===== config.mk =====
export PLATFORM = sky130hd
export DESIGN_NAME = bf4s_fold
export DESIGN_NICKNAME = d
export VERILOG_FILES = /design/src/design/bf4s_pkg.sv /design/src/design/bf4s_fold.sv
export SDC_FILE = /design/constraint.sdc
export NUM_CORES = 2
export LEC_CHECK = 0
export ABC_AREA = 0
export BUFFER_PORTS_ARGS = -buffer_cell sky130_fd_sc_hd__buf_2
export CAP_MARGIN = 15
export CELL_PAD_IN_SITES_DETAIL_PLACEMENT = 0
export CELL_PAD_IN_SITES_GLOBAL_PLACEMENT = 2
export CORE_MARGIN = 1.5
export CORE_UTILIZATION = 35
export CTS_CLUSTER_DIAMETER = 150
export DETAILED_ROUTE_END_ITERATION = 12
export PLACE_DENSITY = 0.89
export SLEW_MARGIN = 10
export SYNTH_ARGS = -nofsm -noshare
export SYNTH_HDL_FRONTEND = slang
export SYNTH_SLANG_ARGS = --single-unit

===== constraint.sdc =====
create_clock -name clock -period 22.5 [get_ports clock]
set_input_delay 4.5 -clock clock [delete_from_list [all_inputs] [get_ports clock]]
set_output_delay 4.5 -clock clock [all_outputs]
set_load 0.02 [all_outputs]

===== src/design/bf4s_pkg.sv =====
// shared types, constants and saturation helpers for the 4d box fold and scale block
package bf4s_pkg;

   localparam int NUM_STAGES    = 5;
   localparam int STAGE_REGS    = 5;
   localparam int ACTIVE_STAGES = (NUM_STAGES < STAGE_REGS) ? NUM_STAGES : STAGE_REGS;

   localparam int CSR_INDEX_W = 8;
   localparam int CSR_DATA_W  = 64;

   localparam logic [CSR_INDEX_W-1:0] CSR_FOLD_LIMIT    = CSR_INDEX_W'(0);
   localparam logic [CSR_INDEX_W-1:0] CSR_FOLD_VALUE    = CSR_INDEX_W'(1);
   localparam logic [CSR_INDEX_W-1:0] CSR_COLOR_FACTORS = CSR_INDEX_W'(2);
   localparam logic [CSR_INDEX_W-1:0] CSR_STAGE_ONE     = CSR_INDEX_W'(3);
   localparam logic [CSR_INDEX_W-1:0] CSR_STAGE_TWO     = CSR_INDEX_W'(4);
   localparam logic [CSR_INDEX_W-1:0] CSR_STAGE_THREE   = CSR_INDEX_W'(5);
   localparam logic [CSR_INDEX_W-1:0] CSR_STAGE_FOUR    = CSR_INDEX_W'(6);
   localparam logic [CSR_INDEX_W-1:0] CSR_STAGE_FIVE    = CSR_INDEX_W'(7);

   localparam logic [30:0] FOLD_LIMIT_RESET    = 31'd1048576;
   localparam logic [31:0] FOLD_VALUE_RESET    = 32'd2097152;
   localparam logic [63:0] COLOR_FACTORS_RESET = 64'd0;
   localparam logic [55:0] STAGE_RESET         = 56'd65536;

   localparam logic signed [31:0] COORD_MAX = 32'sh7FFF_FFFF;
   localparam logic signed [31:0] COORD_MIN = 32'sh8000_0000;
   localparam logic [47:0]        DERIV_MAX = 48'hFFFF_FFFF_FFFF;

   typedef logic signed [31:0] coord_type;
   typedef logic [55:0]        stage_type;

   typedef struct packed {
      coord_type [3:0] c;
      logic [47:0]     deriv;
      logic [31:0]     colour;
      logic [15:0]     iteration;
   } item_type;

   typedef struct packed {
      logic [30:0] fold_limit;
      logic [31:0] fold_value;
      logic [63:0] color_factors;
   } cfg_type;

   function automatic coord_type sat_s34(input logic signed [33:0] v);
      if (v[33:31] != {3{v[33]}}) begin
         return v[33] ? COORD_MIN : COORD_MAX;
      end
      return v[31:0];
   endfunction

   function automatic coord_type sat_s40(input logic signed [39:0] v);
      if (v[39:31] != {9{v[39]}}) begin
         return v[39] ? COORD_MIN : COORD_MAX;
      end
      return v[31:0];
   endfunction

endpackage


===== src/design/bf4s_fold.sv =====
// box fold of the four coordinates, then the colour update, two register stages
module bf4s_fold import bf4s_pkg::*; (
   input  logic     clock,
   input  logic     reset,
   input  cfg_type  cfg,
   input  logic     in_valid,
   output logic     in_ready,
   input  item_type in_item,
   output logic     out_valid,
   input  logic     out_ready,
   output item_type out_item
);

   logic       f_valid_ff;
   logic       f_valid_in;
   item_type   f_item_ff;
   item_type   f_item_in;
   logic [3:0] f_chg_ff;
   logic [3:0] f_chg_in;
   logic       f_en;

   logic       k_valid_ff;
   logic       k_valid_in;
   item_type   k_item_ff;
   item_type   k_item_in;
   logic       k_en;

   assign k_en       = !k_valid_ff || out_ready;
   assign f_en       = !f_valid_ff || k_en;
   assign in_ready   = f_en;
   assign f_valid_in = in_valid;
   assign k_valid_in = f_valid_ff;

   // fold against the symmetric limit
   always_comb begin
      logic signed [33:0] c34;
      logic signed [33:0] lim34;
      logic signed [33:0] fv34;
      f_item_in = in_item;
      f_chg_in  = '0;
      lim34     = {3'b000, cfg.fold_limit};
      fv34      = {{2{cfg.fold_value[31]}}, cfg.fold_value};
      for (int a = 0; a < 4; a++) begin
         c34 = {{2{in_item.c[a][31]}}, in_item.c[a]};
         if (c34 > lim34) begin
            f_item_in.c[a] = sat_s34(fv34 - c34);
         end else if (c34 < -lim34) begin
            f_item_in.c[a] = sat_s34(-fv34 - c34);
         end
         f_chg_in[a] = (f_item_in.c[a] != in_item.c[a]);
      end
   end

   // colour gains each changed axis's factor in order x, y, z, w
   always_comb begin
      logic signed [33:0] col34;
      logic signed [33:0] fac34;
      logic [15:0]        fac;
      coord_type          col;
      k_item_in = f_item_ff;
      col       = f_item_ff.colour;
      for (int a = 0; a < 4; a++) begin
         fac   = cfg.color_factors[16*a +: 16];
         fac34 = {{14{fac[15]}}, fac, 4'b0000};
         col34 = {{2{col[31]}}, col};
         if (f_chg_ff[a]) begin
            col = sat_s34(col34 + fac34);
         end
      end
      k_item_in.colour = col;
   end

   always_ff @(posedge clock) begin
      if (reset) begin
         f_valid_ff <= 1'b0;
         k_valid_ff <= 1'b0;
      end else begin
         if (f_en) begin
            f_valid_ff <= f_valid_in;
         end
         if (k_en) begin
            k_valid_ff <= k_valid_in;
         end
      end
   end

   always_ff @(posedge clock) begin
      if (f_en) begin
         f_item_ff <= f_item_in;
         f_chg_ff  <= f_chg_in;
      end
      if (k_en) begin
         k_item_ff <= k_item_in;
      end
   end

   assign out_valid = k_valid_ff;
   assign out_item  = k_item_ff;

   // an item with no folded axis keeps its colour
   assert property (@(posedge clock) disable iff (reset)
      f_valid_ff && k_en && (f_chg_ff == 4'b0000) |=> k_item_ff.colour == $past(f_item_ff.colour))
      else $error("colour changed without a folded axis");

endmodule


==> flow_summary.yaml <==
clocking:
  clock_path_buffers: 3
  cts_tree: "done"
  ctsHoldBuffers: 0
  worstSkewPairLatency_ps: 700
  numCtsBuffers: 55
  cts.sink_count: 454
  cts_root_buffer: "sky130_fd_sc_hd__clkbuf_16"
  htree_num_levels: 2
  post_cts_buffers: 0
  cts_resized: 0
  worst_setup_hold_path_clk_slew_ps: 70
worst_setup_path:
  path_delay_family: "compound AO/OA/AOI/OAI gates"
  regToRegEndpoint: "out_item[23]$_DFFE_PP_"
  critical_path.n_buffers_inverters: 3
  timing.rr.start: "f_item_ff[21]$_DFFE_PP_"
  worst_r2r_path_depth: 53
  element_type_at_the_critical_path_end: "flip-flop"
  critical_path_class: "in2reg"
  rrSetupSlack_ps: 5960
  cp-start-kind: "input port"
  cp_max_fo: 25
  cell_mode_on_critical_path: "sky130_fd_sc_hd__o21ai_0"
  crit_path_max_incr_delay_ps: 720
  worstPathRequired_ps: 22960
  slowest_stage: "sky130_fd_sc_hd__nand2_1"
  critical_path_arrival_ps: 20450
synthesis:
  post_synth_num_cell_types: 121
  synth_cells: 6023
  synth.cell_area_um2: 51100
  postSynthNetCount: 7016
  synth.avg_cell_area_um2: 8.49
  synth_enable_flop_cells: 452
  synth_top_area_cell: "sky130_fd_sc_hd__edfxtp_1"
  synth_commonest_cells: "626 x sky130_fd_sc_hd__ha_1, 612 x sky130_fd_sc_hd__a21oi_1, 469 x sky130_fd_sc_hd__nand2_1"
  async_flop_share_pct: 0
  synth.top_cells.by_area: "sky130_fd_sc_hd__edfxtp_1 27%, sky130_fd_sc_hd__ha_1 15%, sky130_fd_sc_hd__a21oi_1 6.0%, sky130_fd_sc_hd__xnor2_1 3.7%, sky130_fd_sc_hd__o21ai_0 3.5%"
  share_of_the_yosys_chip_area_belonging_to_registers_pct: 26.6
  ys_seq_elements: 454
  synth_flop_cell: "sky130_fd_sc_hd__edfxtp_1"
  post-synth-top-count-cell: "sky130_fd_sc_hd__ha_1"
  synth_top_cell_area_share_pct: 26.6
  synth-warning-count: 0
drt:
  drt-vias-per-instance: 6.28
  avgRoutedWirePerCell_um: 29.4
  drt_iter0_markers: 6268
  antenna_left: 0
  finalWirelength_mm: 251
  vias: 53707
  remaining_drc_errors: 0
  drt_first_pass_iters: 7
placed_design:
  place_area_um2: 56400
  dp_hpwl_mm: 201
  final_estimated_routing_congestion_in_global_placement: 1.05
  io_buffers: 580
timing:
  finalSetupViolCount: 0
  finalCritPeriodShare_pct: 88.9
  finalMaxSlewViolations: 0
  hold_slack_ps: 403
  finalHoldViolations: 0
  grt_setup_unrepaired: "no"
  worstMarginPinSlew_ps: 1290
  slew_headroom_pct: 13.1
  final.setup.tns_ps: 0
  post-route-min-period_ps: 19990
  skew_ps: 28.3
  fmax_mhz: 50.0
flow_run:
  cap_violations: 0
floorplanning:
  design.die.area_um2: 148000
  fp.dieH_um: 385
  design.core.area_um2: 145000
  std_cell_rows: 140
  ios: 581
  die_w_um: 385
  initial_util_pct: 35.2
min_path:
  timing.hold.worst_endpoint: "out_item[219]$_DFFE_PP_"
  hold_sp: "f_item_ff[219]$_DFFE_PP_"
  hold_class: "reg2reg"
  hold_depth: 0
power:
  power-per-cell-area_nw_per_um2: 96.8
  leakage_power_nw: 24.9
  ir_drop_mv: 0.0929
  p_total_mw: 5.65
finish:
  synthToLayoutAreaGrowth_pct: 14.3
  layout-drive-gt1-share_pct: 13.5
  postLayoutCellArea_um2: 58400
  finish.net_count: 7559
  end_of_flow_core_utilization_pct: 40.2
grt:
  grt.overflow.total: 0
  grt_first_pass_wirelength_mm: 349
  number_of_global_route_vias_before_repair: 49819
  groute.usage.overall_pct: 32.3
  initial_antenna_violation_count: 31
  grt_max_degree: 68
run_status:
  outcome: "finished, final reports clean"
-- routing by layer --
layer | global-route usage, % | share of wire (%)
met1 | 41.8 | 41
met2 | 49.6 | 43
met3 | 7.34 | 9.7
met4 | 17.4 | 6.4
met5 | 0 | 0.055
-- registers in the layout (all words and copies together) (netlist names) --
register / count
f_valid_ff: 1
f_chg_ff: 4
f_item_ff: 224
out_item: 224
out_valid: 1
-- cells by family after synthesis --
| kind of cell | share of synthesized area, % |
|---|---|
| AOI/OAI and AO/OA | 29.5 |
| and+or+nand+nor | 17.5 |
| adders and majority gates | 16.0 |
| buffers and inverters | 3.72 |
| DFF | 26.6 |
| xor gates and xnor gates | 5.83 |
| muxes | 0.810 |
-- stage by stage --
step	setup WS, ps	std cells
6_report	2510	8546
5_1_grt	1150	8533
2_1_floorplan	5340	6023
3_5_place_dp	1600	8424
4_1_cts	2390	8528
3_3_place_gp	1980	8424
-- worst max path at each step --
stage                                   to  slack, ps   start  cells after the start
floorplan           out_item[20]$_DFFE_PP_       5340  cfg[0]                     58
global placement    out_item[38]$_DFFE_PP_       1980  cfg[0]                     54
detailed placement  out_item[23]$_DFFE_PP_       1600  cfg[0]                     54
CTS                 out_item[23]$_DFFE_PP_       2390  cfg[0]                     54
global route        out_item[23]$_DFFE_PP_       1150  cfg[0]                     56
finish              out_item[23]$_DFFE_PP_       2510  cfg[0]                     56
-- power by group --
part / switching [mW] / internal (mW) / leakage, nW / total (mW)
combinational: 2.16 / 1.25 / 19.2 / 3.41
sequential: 0.0714 / 1.23 / 4.73 / 1.30
clock: 0.397 / 0.549 / 0.924 / 0.945
total: 2.63 / 3.03 / 24.9 / 5.65
-- cells in the final DEF (no fill, tap or decap), drive strengths merged, types with 41 or more instances in the layout --
master / count
xor2: 117
o21a: 92
a211oi: 116
ha: 626
nand2: 470
o211ai: 88
o21bai: 47
xnor2: 220
a21o: 197
a31oi: 84
a21oi: 615
and3: 60
clkbuf: 65
nand2b: 81
and2: 47
or3: 66
nand4: 117
nor4: 54
o21ai: 377
a221oi: 41
edfxtp: 452
nor2b: 49
nand3: 154
buf: 673
nor3: 178
a211o: 41
inv: 307
nor2: 425
-- worst reg2reg max path, delay by kind of cell (launching register included) --
family,cells,cell delay (ps)
AOI/OAI and AO/OA,35,10140
adders and majority gates,5,1780
buffers and inverters,1,240
DFF,1,460
muxes,1,550
and+or+nand+nor,11,3170
-- cell type report --
class                   count  area (µm²)
diodes                     16        40.0
clock inverters            39         507
inverters                 303        1140
well taps                1917        2400
repair buffers            673        3600
multi-input cells        5079       35700
clock buffers              65        1410
flip-flops and latches    454       13600
fillers                 15032       87000
Note: power is estimated with default switching activity, not from simulation.
